File: src/design/atcw_pkg.sv
// Shared types, byte codes and helper functions for the ANSI text console writer.
// No dependencies; atcw_store, atcw_seq and the top level refer to this package by scoped names.
package atcw_pkg;

   localparam logic [1:0] KIND_TEXT  = 2'd0;
   localparam logic [1:0] KIND_READ  = 2'd1;
   localparam logic [1:0] KIND_CLEAR = 2'd2;

   localparam logic [7:0] CH_ESC     = 8'h1B;
   localparam logic [7:0] CH_NL      = 8'h0A;
   localparam logic [7:0] CH_BRACKET = 8'h5B;
   localparam logic [7:0] CH_ZERO    = 8'h30;
   localparam logic [7:0] CH_ONE     = 8'h31;
   localparam logic [7:0] CH_SEMI    = 8'h3B;
   localparam logic [7:0] CH_THREE   = 8'h33;
   localparam logic [7:0] CH_M       = 8'h6D;
   localparam logic [7:0] CH_NUL     = 8'h00;
   localparam logic [7:0] CH_FIRST   = 8'h20;
   localparam logic [7:0] CH_LAST    = 8'h7E;

   localparam logic [3:0] COLOUR_DEFAULT = 4'd7;
   localparam logic [7:0] COLOUR_BASE    = 8'd8;

   // escape parser stages
   localparam logic [2:0] E_NONE    = 3'd0;
   localparam logic [2:0] E_ESC     = 3'd1;
   localparam logic [2:0] E_BRACKET = 3'd2;
   localparam logic [2:0] E_ZERO    = 3'd3;
   localparam logic [2:0] E_ONE     = 3'd4;
   localparam logic [2:0] E_SEMI    = 3'd5;
   localparam logic [2:0] E_THREE   = 3'd6;
   localparam logic [2:0] E_DIGIT   = 3'd7;

   typedef enum logic [2:0] {
      ST_IDLE,
      ST_STEP,
      ST_LIT,
      ST_RD,
      ST_DONE
   } seq_state_type;

   typedef struct packed {
      logic cell_we;
      logic fill_we;
      logic row_inv;
      logic clr_all;
      logic rd;
   } store_ctl_type;

   typedef struct packed {
      logic [6:0] cell_char;
      logic [3:0] cell_colour;
      logic [6:0] cursor_column;
      logic [3:0] colour_now;
   } result_type;

   // number of literal bytes replayed when an escape breaks at a stage
   function automatic logic [2:0] lit_len(input logic [2:0] st);
      logic [2:0] n;
      case (st)
         E_BRACKET: n = 3'd1;
         E_ZERO:    n = 3'd2;
         E_ONE:     n = 3'd2;
         E_SEMI:    n = 3'd3;
         E_THREE:   n = 3'd4;
         E_DIGIT:   n = 3'd4;
         default:   n = 3'd0;
      endcase
      return n;
   endfunction

   function automatic logic [7:0] lit_byte(input logic [2:0] st, input logic [1:0] idx);
      logic [7:0] b;
      case (idx)
         2'd0:    b = CH_BRACKET;
         2'd1:    b = (st == E_ZERO) ? CH_ZERO : CH_ONE;
         2'd2:    b = CH_SEMI;
         default: b = CH_THREE;
      endcase
      return b;
   endfunction

endpackage

File: src/design/atcw_seq.sv
// Item sequencer: escape parser, literal replay, cursor and scroll control, reads.
// Depends on atcw_pkg; drives atcw_store through a store_ctl_type bundle.
module atcw_seq #(
   parameter int COLUMNS = 120,
   parameter int ROWS = 35,
   localparam int RW = $clog2(ROWS),
   localparam int CW = $clog2(COLUMNS + 1)
) (
   input  logic                    clock,
   input  logic                    reset,
   input  logic                    req_valid,
   output logic                    req_ready,
   input  logic [1:0]              req_kind,
   input  logic [7:0]              req_byte,
   input  logic [5:0]              req_row,
   input  logic [6:0]              req_column,
   output logic                    res_valid,
   input  logic                    res_ready,
   output atcw_pkg::result_type    res,
   output atcw_pkg::store_ctl_type ctl,
   output logic [RW-1:0]           wr_row,
   output logic [CW-1:0]           wr_col,
   output logic [10:0]             wr_cell,
   output logic [CW-1:0]           fill_value,
   output logic [RW-1:0]           rd_row,
   output logic [CW-1:0]           rd_col,
   input  logic [10:0]             rd_cell,
   input  logic [CW-1:0]           rd_fill
);

   atcw_pkg::seq_state_type state_ff, state_in;
   logic [RW-1:0] top_ff, top_in;
   logic [RW-1:0] bot_ff, bot_in;
   logic [CW-1:0] cursor_ff, cursor_in;
   logic [3:0]    colour_ff, colour_in;
   logic [2:0]    esc_ff, esc_in;
   logic [7:0]    digit_ff, digit_in;
   logic [7:0]    q0_ff, q0_in;
   logic [7:0]    q1_ff, q1_in;
   logic          q2_ff, q2_in;
   logic [2:0]    lit_st_ff, lit_st_in;
   logic [1:0]    lit_idx_ff, lit_idx_in;
   logic [1:0]    kind_ff, kind_in;
   logic [5:0]    row_ff, row_in;
   logic [6:0]    col_ff, col_in;
   logic          rd_ok_ff, rd_ok_in;

   logic [RW:0]   row_sum;
   logic          rd_ok;
   logic          hit;

   assign row_sum = (RW+1)'(top_ff) + (RW+1)'(row_ff);
   assign rd_row  = (row_sum >= (RW+1)'(ROWS)) ? RW'(row_sum - (RW+1)'(ROWS)) : RW'(row_sum);
   assign rd_col  = CW'(col_ff);
   assign rd_ok   = (row_ff < 6'(ROWS)) && (8'(col_ff) < 8'(COLUMNS));
   assign hit     = (kind_ff == atcw_pkg::KIND_READ) && rd_ok_ff
                    && ((CW+7)'(col_ff) < (CW+7)'(rd_fill));

   always_comb begin
      logic       accept;
      logic       ok;
      logic       pt_en;
      logic [7:0] pt_byte;
      logic [7:0] b;
      logic       scroll;
      logic       print;
      logic [CW-1:0] cur_a;

      state_in   = state_ff;
      top_in     = top_ff;
      bot_in     = bot_ff;
      cursor_in  = cursor_ff;
      colour_in  = colour_ff;
      esc_in     = esc_ff;
      digit_in   = digit_ff;
      q0_in      = q0_ff;
      q1_in      = q1_ff;
      q2_in      = q2_ff;
      lit_st_in  = lit_st_ff;
      lit_idx_in = lit_idx_ff;
      kind_in    = kind_ff;
      row_in     = row_ff;
      col_in     = col_ff;
      rd_ok_in   = rd_ok_ff;
      ctl        = '0;
      req_ready  = 1'b0;
      res_valid  = 1'b0;
      accept     = 1'b0;
      ok         = 1'b0;
      pt_en      = 1'b0;
      b          = q0_ff;
      pt_byte    = q0_ff;

      case (state_ff)
         atcw_pkg::ST_IDLE: begin
            req_ready = 1'b1;
            accept    = req_valid;
         end
         atcw_pkg::ST_STEP: begin
            case (esc_ff)
               atcw_pkg::E_NONE: begin
                  ok = 1'b1;
                  if (b == atcw_pkg::CH_ESC) begin
                     esc_in = atcw_pkg::E_ESC;
                  end else begin
                     pt_en = 1'b1;
                  end
               end
               atcw_pkg::E_ESC: begin
                  if (b == atcw_pkg::CH_BRACKET) begin
                     ok = 1'b1;
                     esc_in = atcw_pkg::E_BRACKET;
                  end
               end
               atcw_pkg::E_BRACKET: begin
                  if (b == atcw_pkg::CH_ZERO) begin
                     ok = 1'b1;
                     esc_in = atcw_pkg::E_ZERO;
                  end else if (b == atcw_pkg::CH_ONE) begin
                     ok = 1'b1;
                     esc_in = atcw_pkg::E_ONE;
                  end
               end
               atcw_pkg::E_ZERO: begin
                  if (b == atcw_pkg::CH_M) begin
                     ok = 1'b1;
                     colour_in = atcw_pkg::COLOUR_DEFAULT;
                     esc_in = atcw_pkg::E_NONE;
                  end
               end
               atcw_pkg::E_ONE: begin
                  if (b == atcw_pkg::CH_SEMI) begin
                     ok = 1'b1;
                     esc_in = atcw_pkg::E_SEMI;
                  end
               end
               atcw_pkg::E_SEMI: begin
                  if (b == atcw_pkg::CH_THREE) begin
                     ok = 1'b1;
                     esc_in = atcw_pkg::E_THREE;
                  end
               end
               atcw_pkg::E_THREE: begin
                  if (b != atcw_pkg::CH_NUL) begin
                     ok = 1'b1;
                     digit_in = b;
                     esc_in = atcw_pkg::E_DIGIT;
                  end
               end
               default: begin
                  if (b == atcw_pkg::CH_M) begin
                     ok = 1'b1;
                     colour_in = 4'(digit_ff + atcw_pkg::COLOUR_BASE - atcw_pkg::CH_ZERO);
                     esc_in = atcw_pkg::E_NONE;
                  end
               end
            endcase
            if (ok) begin
               if (q2_ff) begin
                  q0_in = q1_ff;
                  q2_in = 1'b0;
               end else begin
                  state_in = atcw_pkg::ST_DONE;
               end
            end else begin
               // broken escape: held digit and breaking byte go back in front
               esc_in     = atcw_pkg::E_NONE;
               q0_in      = (esc_ff == atcw_pkg::E_DIGIT) ? digit_ff : b;
               q1_in      = b;
               q2_in      = (esc_ff == atcw_pkg::E_DIGIT);
               lit_st_in  = esc_ff;
               lit_idx_in = 2'd0;
               if (atcw_pkg::lit_len(esc_ff) != 3'd0) begin
                  state_in = atcw_pkg::ST_LIT;
               end
            end
         end
         atcw_pkg::ST_LIT: begin
            pt_en   = 1'b1;
            pt_byte = atcw_pkg::lit_byte(lit_st_ff, lit_idx_ff);
            if ((3'(lit_idx_ff) + 3'd1) == atcw_pkg::lit_len(lit_st_ff)) begin
               state_in = atcw_pkg::ST_STEP;
            end else begin
               lit_idx_in = lit_idx_ff + 2'd1;
            end
         end
         atcw_pkg::ST_RD: begin
            ctl.rd   = rd_ok;
            rd_ok_in = rd_ok;
            state_in = atcw_pkg::ST_DONE;
         end
         atcw_pkg::ST_DONE: begin
            res_valid = 1'b1;
            if (res_ready) begin
               req_ready = 1'b1;
               accept    = req_valid;
               state_in  = atcw_pkg::ST_IDLE;
            end
         end
         default: begin
            state_in = atcw_pkg::ST_IDLE;
         end
      endcase

      // text put: scroll, then store a printable byte on the bottom row
      scroll = pt_en && ((pt_byte == atcw_pkg::CH_NL) || (cursor_ff >= CW'(COLUMNS)));
      print  = pt_en && (pt_byte != atcw_pkg::CH_NL)
               && (pt_byte >= atcw_pkg::CH_FIRST) && (pt_byte <= atcw_pkg::CH_LAST);
      cur_a  = cursor_ff;
      if (scroll) begin
         top_in    = (top_ff == RW'(ROWS - 1)) ? '0 : top_ff + 1'b1;
         bot_in    = (bot_ff == RW'(ROWS - 1)) ? '0 : bot_ff + 1'b1;
         cur_a     = '0;
         cursor_in = '0;
      end
      ctl.row_inv = scroll;
      ctl.cell_we = print;
      ctl.fill_we = print;
      wr_row      = bot_in;
      wr_col      = cur_a;
      wr_cell     = {pt_byte[6:0], colour_ff};
      fill_value  = CW'(cur_a + 1'b1);
      if (print) begin
         cursor_in = CW'(cur_a + 1'b1);
      end

      if (accept) begin
         kind_in = req_kind;
         row_in  = req_row;
         col_in  = req_column;
         case (req_kind)
            atcw_pkg::KIND_TEXT: begin
               q0_in    = req_byte;
               q2_in    = 1'b0;
               state_in = atcw_pkg::ST_STEP;
            end
            atcw_pkg::KIND_READ: begin
               state_in = atcw_pkg::ST_RD;
            end
            atcw_pkg::KIND_CLEAR: begin
               ctl.clr_all = 1'b1;
               cursor_in   = '0;
               esc_in      = atcw_pkg::E_NONE;
               state_in    = atcw_pkg::ST_DONE;
            end
            default: begin
               state_in = atcw_pkg::ST_DONE;
            end
         endcase
      end

      res.cell_char     = hit ? rd_cell[10:4] : 7'd0;
      res.cell_colour   = hit ? rd_cell[3:0] : 4'd0;
      res.cursor_column = 7'(cursor_ff);
      res.colour_now    = colour_ff;
   end

   always_ff @(posedge clock) begin
      if (reset) begin
         state_ff  <= atcw_pkg::ST_IDLE;
         top_ff    <= '0;
         bot_ff    <= RW'(ROWS - 1);
         cursor_ff <= '0;
         colour_ff <= atcw_pkg::COLOUR_DEFAULT;
         esc_ff    <= atcw_pkg::E_NONE;
         digit_ff  <= '0;
         q2_ff     <= 1'b0;
         rd_ok_ff  <= 1'b0;
      end else begin
         state_ff  <= state_in;
         top_ff    <= top_in;
         bot_ff    <= bot_in;
         cursor_ff <= cursor_in;
         colour_ff <= colour_in;
         esc_ff    <= esc_in;
         digit_ff  <= digit_in;
         q2_ff     <= q2_in;
         rd_ok_ff  <= rd_ok_in;
      end
   end

   always_ff @(posedge clock) begin
      q0_ff      <= q0_in;
      q1_ff      <= q1_in;
      lit_st_ff  <= lit_st_in;
      lit_idx_ff <= lit_idx_in;
      kind_ff    <= kind_in;
      row_ff     <= row_in;
      col_ff     <= col_in;
   end

endmodule

File: config.mk
export PLATFORM = sky130hd
export DESIGN_NAME = atcw_seq
export DESIGN_NICKNAME = d
export VERILOG_FILES = /design/src/design/atcw_pkg.sv /design/src/design/atcw_seq.sv
export SDC_FILE = /design/constraint.sdc
export NUM_CORES = 1
export LEC_CHECK = 0
export BUFFER_PORTS_ARGS = -buffer_cell sky130_fd_sc_hd__buf_2
export CAP_MARGIN = 0
export CORE_MARGIN = 1.5
export CORE_UTILIZATION = 58
export DETAILED_ROUTE_END_ITERATION = 12
export PLACE_DENSITY = 0.86
export SETUP_SLACK_MARGIN = 0.15
export SLEW_MARGIN = 20
export SYNTH_ARGS = -nofsm -noshare
export SYNTH_HDL_FRONTEND = slang
export SYNTH_SLANG_ARGS = --single-unit
File: constraint.sdc
create_clock -name clock -period 7.5 [get_ports clock]
set_clock_uncertainty 0.1 [all_clocks]
set_input_delay 0.75 -clock clock [delete_from_list [all_inputs] [get_ports clock]]
set_output_delay 0.75 -clock clock [all_outputs]
set_load 0.01 [all_outputs]
After elaboration in Yosys (flattened, before gate mapping)
Index checks and enable logic that the tools add are counted.
- bits in registers: 75
- bits in latches: 0
- bits in writable memories: 0
- memory bits (read-only): 0
- input bits: 45
- logic and storage cells: 175
- memories kept: 0
- add/sub/neg operators: 9
- multiply operators: 0
- divide/modulo/power cells: 0
- magnitude comparators: 7
- eq/ne operators: 41
- shift operators: 0
- multiplexer cells: 75
- bitwise logic cells: 2
- reductions and logical operators: 25
- operator list (kind ; number):
    $mux W3 ; 21
    $mux W8 ; 7
    $mux W7 ; 5
    $eq A8 B6 Y1 const B ; 4
    $eq A3 B3 Y1 const B ; 9
    $mux W6 ; 4
    $pmux W3 S4 ; 2
    $mux W1 ; 21
    $pmux W7 S3 ; 1
    $eq A3 B2 Y1 const B ; 6
    $pmux W3 S6 ; 1
    $eq A8 B7 Y1 const B ; 2
    $pmux W3 S5 ; 1
    $add A6 B1 Y6 const B ; 2
    $eq A6 B6 Y1 const B ; 2
    $mux W4 ; 3
    $reduce_and A3 Y1 ; 3
    $eq A8 B4 Y1 const B ; 1
    $eq A8 B5 Y1 const B ; 1
    $ge A8 B6 Y1 const B ; 1
    $le A8 B7 Y1 const B ; 1
    $ne A4 B4 Y1 const B ; 2
    $ne A8 B4 Y1 const B ; 1
    $pmux W4 S2 ; 1
    other kinds (35) ; 57

Longest topological paths before layout
Gate-level depths: netlist of run 1.
- word-level depth: 12
- depth in mapped cells: 14
- gate-level depth less buffers: 11

Worst setup path before layout of run 1
Ideal clock, no wire load.
- kind: register to output
- from: reg q0_ff[3]
- to: out fill_value[6]
- data arrival time: 2395 ps
- data required time: 6650 ps
- slack: 4255 ps
- cell stages (with the launch flop): 14
- buffers on the path: 3
- path through: dfxtp_1 buf_2 nand4_1 nor4b_2 o31ai_2 nand2_1 buf_6 buf_2 and2_1 ha_1 nand2_1 nor2_1 xnor2_1 nor2_1
- cells in the longest elaborated chain, start to end: 7
- elaborated cells between the ends (all ways): 10
- classes of those cells: 1 x add/sub; 2 x eq/ne; 5 x mux; 2 x reduce/logical
- ends and longest elaborated chain (item ; RTL line ; source):
    start: declaration ; atcw_seq.sv:38 ; logic [7:0] q0_ff, q0_in;
    start signal: assignment ; atcw_seq.sv:283 ; q0_ff <= q0_in;
    $eq A8 B5 Y1 ; atcw_seq.sv:103 ; if (b == atcw_pkg::CH_ESC) begin
    $mux W1 ; atcw_seq.sv:103 ;
    $mux W1 ; atcw_seq.sv:100 ; case (esc_ff)
    $pmux W1 S2 ; atcw_seq.sv:94 ; case (state_ff)
    $logic_and A1 B1 Y1 * ; atcw_seq.sv:206 ; scroll = pt_en && ((pt_byte == atcw_pkg::CH_NL) || (cursor_ff >= CW'(COLUMNS)));
    $mux W7 * ; atcw_seq.sv:210 ; if (scroll) begin
    named net wr_col[1] ; atcw_seq.sv:22 ; output logic [CW-1:0] wr_col,
    $add A7 B1 Y7 * ; atcw_seq.sv:222 ; fill_value = CW'(cur_a + 1'b1);
    end: declaration ; atcw_seq.sv:24 ; output logic [CW-1:0] fill_value,
Mark *: on every way through the listed nets, which the timed path passes. The rest lies on a longest branch.

Worst setup path in the final report of run 1
- from: reg q0_ff[0]
- to: out fill_value[6]
- cells in the longest elaborated chain, start to end: 7
- elaborated cells between the ends (all ways): 10
- classes of those cells: 1 x add/sub; 2 x eq/ne; 5 x mux; 2 x reduce/logical
- ends and longest elaborated chain (item ; RTL line):
    $eq A8 B5 Y1 ; atcw_seq.sv:103
    $mux W1 ; atcw_seq.sv:103
    $mux W1 ; atcw_seq.sv:100
    $pmux W1 S2 ; atcw_seq.sv:94
    $logic_and A1 B1 Y1 * ; atcw_seq.sv:206
    $mux W7 * ; atcw_seq.sv:210
    $add A7 B1 Y7 * ; atcw_seq.sv:222
Mark *: on every way between the ends. The rest lies on a longest branch, timed or not.

==> results of run 1 <==
-- kinds of logic after synthesis --
group                      Yosys count  synth area share
buffers and inverters               50            0.0484
and+or+nand+nor                    209             0.235
xor gates and xnor gates            19            0.0359
AOI/OAI and AO/OA                  129             0.203
DFF                                 75             0.385
adders and majority gates           23            0.0638
muxes                               12            0.0292
-- path summary, 6_finish.rpt --
check                    from       endpoint  slack, ps  cells after the start
hold / removal    digit_ff[7]    digit_ff[7]        410                      2
setup reg to reg     q0_ff[0]   cursor_ff[6]       4260                     11
hold reg to reg   digit_ff[7]    digit_ff[7]        410                      2
setup / recovery     q0_ff[0]  fill_value[6]       3180                     11
-- placed cells by master (no fill, tap or decap), types with 3 or more instances in the layout --
cell type    n
a211oi_1     7
or3_1        5
nand2b_1     7
nand2_1     53
a31oi_1      3
mux2i_1      9
nor4_1       3
buf_2      117
a21oi_1     27
nand3_1     12
nor2b_1      8
o31ai_1      5
ha_1        22
or4_1        4
o21ai_0     24
nand4_1     13
or3b_1       3
a21o_1       7
nor3b_1      3
and3_1       3
xnor2_1     12
clkbuf_8     9
o221a_1      7
inv_1       20
and2_1      18
nor2_1      51
o21ai_1      3
edfxtp_1    28
a2bb2oi_1    9
dfxtp_1     47
nor3_1       9
xor2_1       7
-- routing by layer --
layer  vias up  routed length [µm]  part of all wire  global-route usage
met4         0                 193             0.016               0.100
li1       2091                   -                 -                   -
met3        20                 860             0.071              0.0558
met5         -                   0                 0                   0
met1      2085                5130              0.42               0.381
met2       202                6000              0.49               0.465
-- critical path: cells and delay by family, from the launching register on --
family	cells	cell delay, ps
and+or+nand+nor	7	1810
DFF	1	610
adders and majority gates	1	240
xor gates and xnor gates	1	150
AOI/OAI and AO/OA	1	140
buffers and inverters	1	140
-- power by group through the flow --
| stage | sequential, mW | combinational, mW | clock [mW] |
|---|---|---|---|
| 2_1_floorplan | 0.553 | 0.432 | 0 |
| 3_3_place_gp | 0.600 | 0.535 | 0 |
| 3_5_place_dp | 0.609 | 0.553 | 0 |
| 4_1_cts | 0.600 | 0.555 | 0.344 |
| 5_1_grt | 0.616 | 0.613 | 0.364 |
| 6_report | 0.606 | 0.558 | 0.342 |
-- synthesized netlist by cell type (8+ instances only) --
cell type and number:
a21oi_1 27, a2bb2oi_1 9, and2_1 18, buf_2 8, clkbuf_1 15, dfxtp_1 47
edfxtp_1 28, ha_1 22, inv_1 20, mux2i_1 9, nand2_1 53, nand3_1 12
nand4_1 13, nor2_1 52, nor2b_1 8, nor3_1 10, o21ai_0 24, xnor2_1 12
-- registers in the layout (all words and copies together) (netlist names) --
register,flops
q0_ff,8
esc_ff,3
q2_ff,1
digit_ff,8
colour_ff,4
cursor_ff,7
kind_ff,2
state_ff,3
lit_st_ff,3
top_ff,6
q1_ff,8
rd_col,7
row_ff,6
rd_ok_ff,1
bot_ff,6
lit_idx_ff,2
-- stage by stage --
step	cell area [µm²]	hold WS [ps]	std cells
after floorplan	4630	303	517
after global placement	5190	381	706
after detailed placement	5190	397	706
after CTS	5410	413	722
after global routing	5420	441	722
final	5420	409	722
-- layout make-up --
| cell class | instances | area (µm²) | area share |
|---|---|---|---|
| multi-input cells | 392 | 2630 | 0.486 |
| flip-flops and latches | 75 | 1780 | 0.329 |
| repair buffers | 117 | 586 | 0.108 |
| well taps | 102 | 128 | 0.0236 |
| clock buffers | 9 | 124 | 0.0229 |
| clock inverters | 7 | 91.3 | 0.0169 |
| inverters | 20 | 75.1 | 0.0139 |
==> impl_results.md, run 1 <==
* Outcome: finished, final reports clean
* Post-CTS setup buffers at 0
* HPWL Detailed at between 8000 and 9000 µm
* Net Sw Frac at 0.392
* Signal arrival time at the worst endpoint at ~3500 ps
* Number of unique standard cell types used by synthesis at approximately 80
* Number of synthesized register bits at 75
* Antenna viol nets, final at 0
* Kind of start point of the critical path: flop
* Utilization after layout at 0.701
* Biggest cell delay along the critical path at 610 ps
* Static Leak at 2.40 nW
* Share of synthesized area occupied by flip-flops and latches at 0.385
* Dominant cell type by area after synthesis: dfxtp_1
* Instance count of the mapped netlist at a little over 500
* Data required time at the worst endpoint at 6650 ps
* Post-CTS Hold Buffers at 0
* I/O pin total at 118
* WL per Instance at 16.9 µm
* Number of max-slew violations in the final report at 0
* Crit path kind: flop to primary output
* Worst setup timing slack at the placement stage at 3650 ps
* Main synth FF type: dfxtp_1
* Slew headroom at 0.476
* Routed via count at 4398
* EDFF count, synth at 28
* Placement Rows at 32
* CTS-repair resized insts at 0
* Ant diodes at 0
* Hold Path Class: flop to flop
* Total wire length at roughly 12000 µm
* Mean instance size in the synthesized netlist at between 8 and 9 µm²
* Cell Area, Synth at between 4000 and 5000 µm²
* Fin nets at between 600 and 700
* Net count after synthesis at 585
* Transition time at the pin with the least slew margin at 782 ps
* Time the final worst path needs with I/O delays and setup at 4320 ps
* CP Cell Sequence: nand4_1 -> nor4b_2 -> o31ai_2 -> nand2_1 -> and2_1 -> ha_1 -> nand2_1 -> nor2_1 -> xnor2_1 -> nor2_1 -> buf_2
* Final weighted congestion of routability-driven global placement at 0.912
* Clock tree root driver cell: clkbuf_8
* Antenna violations before repair at 0
* Layout overhead on the synthesized area at 17.0%
* Final hold violation count at 0
* Setup crit end kind: primary output
* Total chip power at 1.51 mW
* Share of Yosys cell area claimed by the top area cell type at 0.203
* Worst-case setup margin in the final layout at 3180 ps
* Highest net fanout along the worst path at 20
* Detailed router's first-iteration violation count at about 380
* CTS HTree Levels at 3
* Cell types with the largest area share after synthesis: dfxtp_1 (20%), edfxtp_1 (18%), ha_1 (5.9%), nand2_1 (4.3%), nor2_1 (4.2%)
* Initial Utilization at 0.599
* # setup viols final at 0
* Unrepaired setup endpoints after global routing: no
* Combinational fraction of design power at 0.371
* Tot GR Track Use at 0.287
* First-pass GRT wire length at between 15000 and 20000 µm
* Part of the cycle the worst path needs at 0.576
* Placeable core region at between 7000 and 8000 µm²
* Number of buffers inserted during clock tree synthesis at 9
* Highest attainable clock frequency at between 200 and 250 MHz
* Number of buffers added on ports at 117
* Fraction of layout instances using a drive strength above 1 at 0.245
* X dimension of the die at approximately 92 µm
* Relative contribution of the clock network to total power at 0.227
* Detailed-route vias per instance at 6.09
* Number of buffers on the longest clock path at 2
* Length of the first detailed-routing pass in iterations at 7
* Congestion Overflow GR at 0
* Reg clk slew, reported paths at approximately 80 ps
* Clock network latency to the later pin of the worst-skew pair at 360 ps
* Number of global-route vias before repair at 3976
* Async S/R FF share, synth at 0
* Number of warnings issued by yosys at 0
* CP max-delay cell: dfxtp_1
* Power per unit of standard cell area at 278 nW/µm²
* CTS tree: built
* Vertical die dimension at 92.3 µm
* Die Footprint at 8530 µm²
* Internal Dissipation at 916 µW
* Worst vdd ir at 0.154 mV
* Number of violations of the max-capacitance limit at 0
* Share of total power in sequential cells at 0.402
* Largest net degree at the start of global routing at 21
* Clock sink total at 75
* Sw power at just under 600 µW
* Remaining DRCs at 0
* Setup TNS at 0 ps
* Fillers at 609
Note: power is estimated with default switching activity, not from simulation.
==> inputs of run 2 (changes only) <==
--- a/config.mk
+++ b/config.mk
@@ -8,9 +8,9 @@
 export BUFFER_PORTS_ARGS = -buffer_cell sky130_fd_sc_hd__buf_2
 export CAP_MARGIN = 0
 export CORE_MARGIN = 1.5
-export CORE_UTILIZATION = 58
+export CORE_UTILIZATION = 54
 export DETAILED_ROUTE_END_ITERATION = 12
-export PLACE_DENSITY = 0.86
+export PLACE_DENSITY = 0.81
 export SETUP_SLACK_MARGIN = 0.15
 export SLEW_MARGIN = 20
 export SYNTH_ARGS = -nofsm -noshare
==> constraint.sdc (replaced) <==
create_clock -name clock -period 4.46 [get_ports clock]
set_clock_uncertainty 0.1 [all_clocks]
set_input_delay 0.446 -clock clock [delete_from_list [all_inputs] [get_ports clock]]
set_output_delay 0.446 -clock clock [all_outputs]
set_load 0.01 [all_outputs]
==> impl_results.md, run 2 (synthesis results as in run 1) <==
* Placement Rows at 33 (+3.1%)
* Total wire length at 11800 µm (-3.2%)
* Number of buffers on the longest clock path at 2 (unchanged)
* Routed via count at 4345 (-1.2%)
* Power per unit of standard cell area at 463 nW/µm² (+66%)
* CTS HTree Levels at 3 (unchanged)
* Hold Path Class: primary input to flop
* # setup viols final at 0 (unchanged)
* Number of cells traversed by the worst register-to-register path at 12 (+1)
* Outcome: finished, final reports clean
* Worst R2R Setup Slack at 1510 ps (-2750 ps)
* Hold Path Sink: rd_col[6]
* Fraction of layout instances using a drive strength above 1 at 0.246 (+0.00122)
* Biggest cell delay along the critical path at 590 ps (-20 ps)
* Remaining DRCs at 0 (unchanged)
* HPWL Detailed at 8560 µm (-3.3%)
* Kind of start point of the critical path: flop
* Slew headroom at 0.332 (-0.144)
* Largest net degree at the start of global routing at 21 (unchanged)
* Detailed router's first-iteration violation count at 372 (-2.4%)
* Crit path kind: flop to primary output
* Setup crit end kind: primary output
* Detailed-route vias per instance at 5.98 (-1.7%)
* Vertical die dimension at 95.6 µm (+3.5%)
* Most common cell after layout, fill and taps aside: buf_2
* Number of buffers added on ports at 117 (unchanged)
* Total chip power at 2.51 mW (+66%)
* Clock sink total at 75 (unchanged)
* I/O pin total at 118 (unchanged)
* First-pass GRT wire length at 18600 µm (-4.1%)
* Antenna violations before repair at 0 (unchanged)
* Worst reg2reg startpoint: q0_ff[0]
* Leading registers by flop count: digit_ff x8, q0_ff x8, q1_ff x8
* Number of max-slew violations in the final report at 0 (unchanged)
* Congestion Overflow GR at 0 (unchanged)
* WL per Instance at 16.2 µm (-3.7%)
* Static Leak at 2.40 nW (-0.17%)
* Clock network latency to the later pin of the worst-skew pair at 360 ps (about the same)
* Data required time at the worst endpoint at 3910 ps (-2740 ps)
* CP Cell Sequence: nand4_1 -> nor4b_2 -> o31ai_2 -> nand2_1 -> buf_4 -> and2_1 -> ha_1 -> nand2_1 -> nor2_1 -> xnor2_1 -> nor2_1 -> buf_2
* Ant diodes at 0 (unchanged)
* Layout overhead on the synthesized area at 17.0% (about the same)
* Highest net fanout along the worst path at 20 (unchanged)
* Most used cells in the layout excluding fill and tap cells: buf_2 (117), nand2_1 (53), nor2_1 (52)
* Transition time at the pin with the least slew margin at 998 ps (+216 ps)
* Length of the first detailed-routing pass in iterations at 5 (-2)
* Launch instance of the worst min-delay path: req_column[6]
* Number of global-route vias before repair at 3818 (-4.0%)
* CTS tree: built
* Number of violations of the max-capacitance limit at 0 (unchanged)
* Die Footprint at 9140 µm² (+7.2%)
* Worst r2r dst: cursor_ff[6]
* Final weighted congestion of routability-driven global placement at 0.882 (-3.3%)
* Final hold violation count at 0 (unchanged)
* Unrepaired setup endpoints after global routing: no
* Post-CTS setup buffers at 0 (unchanged)
* CP max-delay cell: dfxtp_1
* Highest attainable clock frequency at 269 MHz
* CTS-repair resized insts at 0 (unchanged)
* Time the final worst path needs with I/O delays and setup at 3720 ps
* Fin nets at 684 (+0.15%)
* Signal arrival time at the worst endpoint at 3180 ps (-290 ps)
* Reg clk slew, reported paths at 90 ps (about the same)
* Worst hold stages at 1 (-1)
* Part of the cycle the worst path needs at 0.835
* Worst vdd ir at 0.261 mV (+69%)
* Placeable core region at 8260 µm² (+6.9%)
* Number of buffers inserted during clock tree synthesis at 9 (unchanged)
* Post-CTS Hold Buffers at 0 (unchanged)
* Initial Utilization at 0.561 (-0.0385)
* Utilization after layout at 0.656 (-0.0452)
* X dimension of the die at 95.6 µm (+3.5%)
* Tot GR Track Use at 0.261 (-0.0253)
* Antenna viol nets, final at 0 (unchanged)
* Setup TNS at 0 ps (unchanged)
* Clock tree root driver cell: clkbuf_8
[run 2: cell count changes in the layout (fill, tap and decap cells not counted), sizes merged]
cell / delta
clkinvlp: +1
inv: +3
clkinv: -3
buf: +1
bufinv: -1
[run 2: layout make-up]
cell class	instances	area (µm²)
tap	105	131
multi-input combinational	392	2630
clock buffer	9	124
timing repair buffer	118	593
inverter	20	75.1
sequential	75	1780
fill	682	2840
clock inverter	7	81.3
[run 2: per-layer routing]
metal  vias to the layer above  part of all wire  GRT usage
li1                       2096                 -          -
met1                      2057              0.44      0.354
met2                       176              0.48      0.407
met3                        16             0.071     0.0678
met4                         0             0.013     0.0809
met5                         -                 0          0
[run 2: per-stage QoR]
step                      hold WS (ps)  std cells  area (µm²)  worst slack [ps]
after CTS                          146        726        5410               768
after detailed placement           389        710        5200              1190
after global placement             378        710        5200              1320
final                              158        726        5420               736
after global routing               149        726        5420               492
after floorplan                    303        517        4630              1520
[run 2: power breakdown]
group	internal [mW]	switching, mW
combinational	0.391	0.533
sequential	0.834	0.192
clock	0.268	0.289
[run 2: worst max path at each step]
stage                 from       endpoint
2_1_floorplan     q0_ff[3]  fill_value[6]
3_3_place_gp   state_ff[0]  fill_value[4]
3_5_place_dp      q0_ff[1]  fill_value[6]
4_1_cts           q0_ff[1]  fill_value[6]
5_1_grt           q0_ff[1]  fill_value[6]
6_report          q0_ff[0]  fill_value[6]
[run 2: critical path, delay by kind of cell, from the launching register on]
kind            cells  cell delay, ps
simple gates        7            1340
flops               1             590
buf+inv             2             360
fa+ha+maj           1             240
compound gates      1             130
xor+xnor            1             130
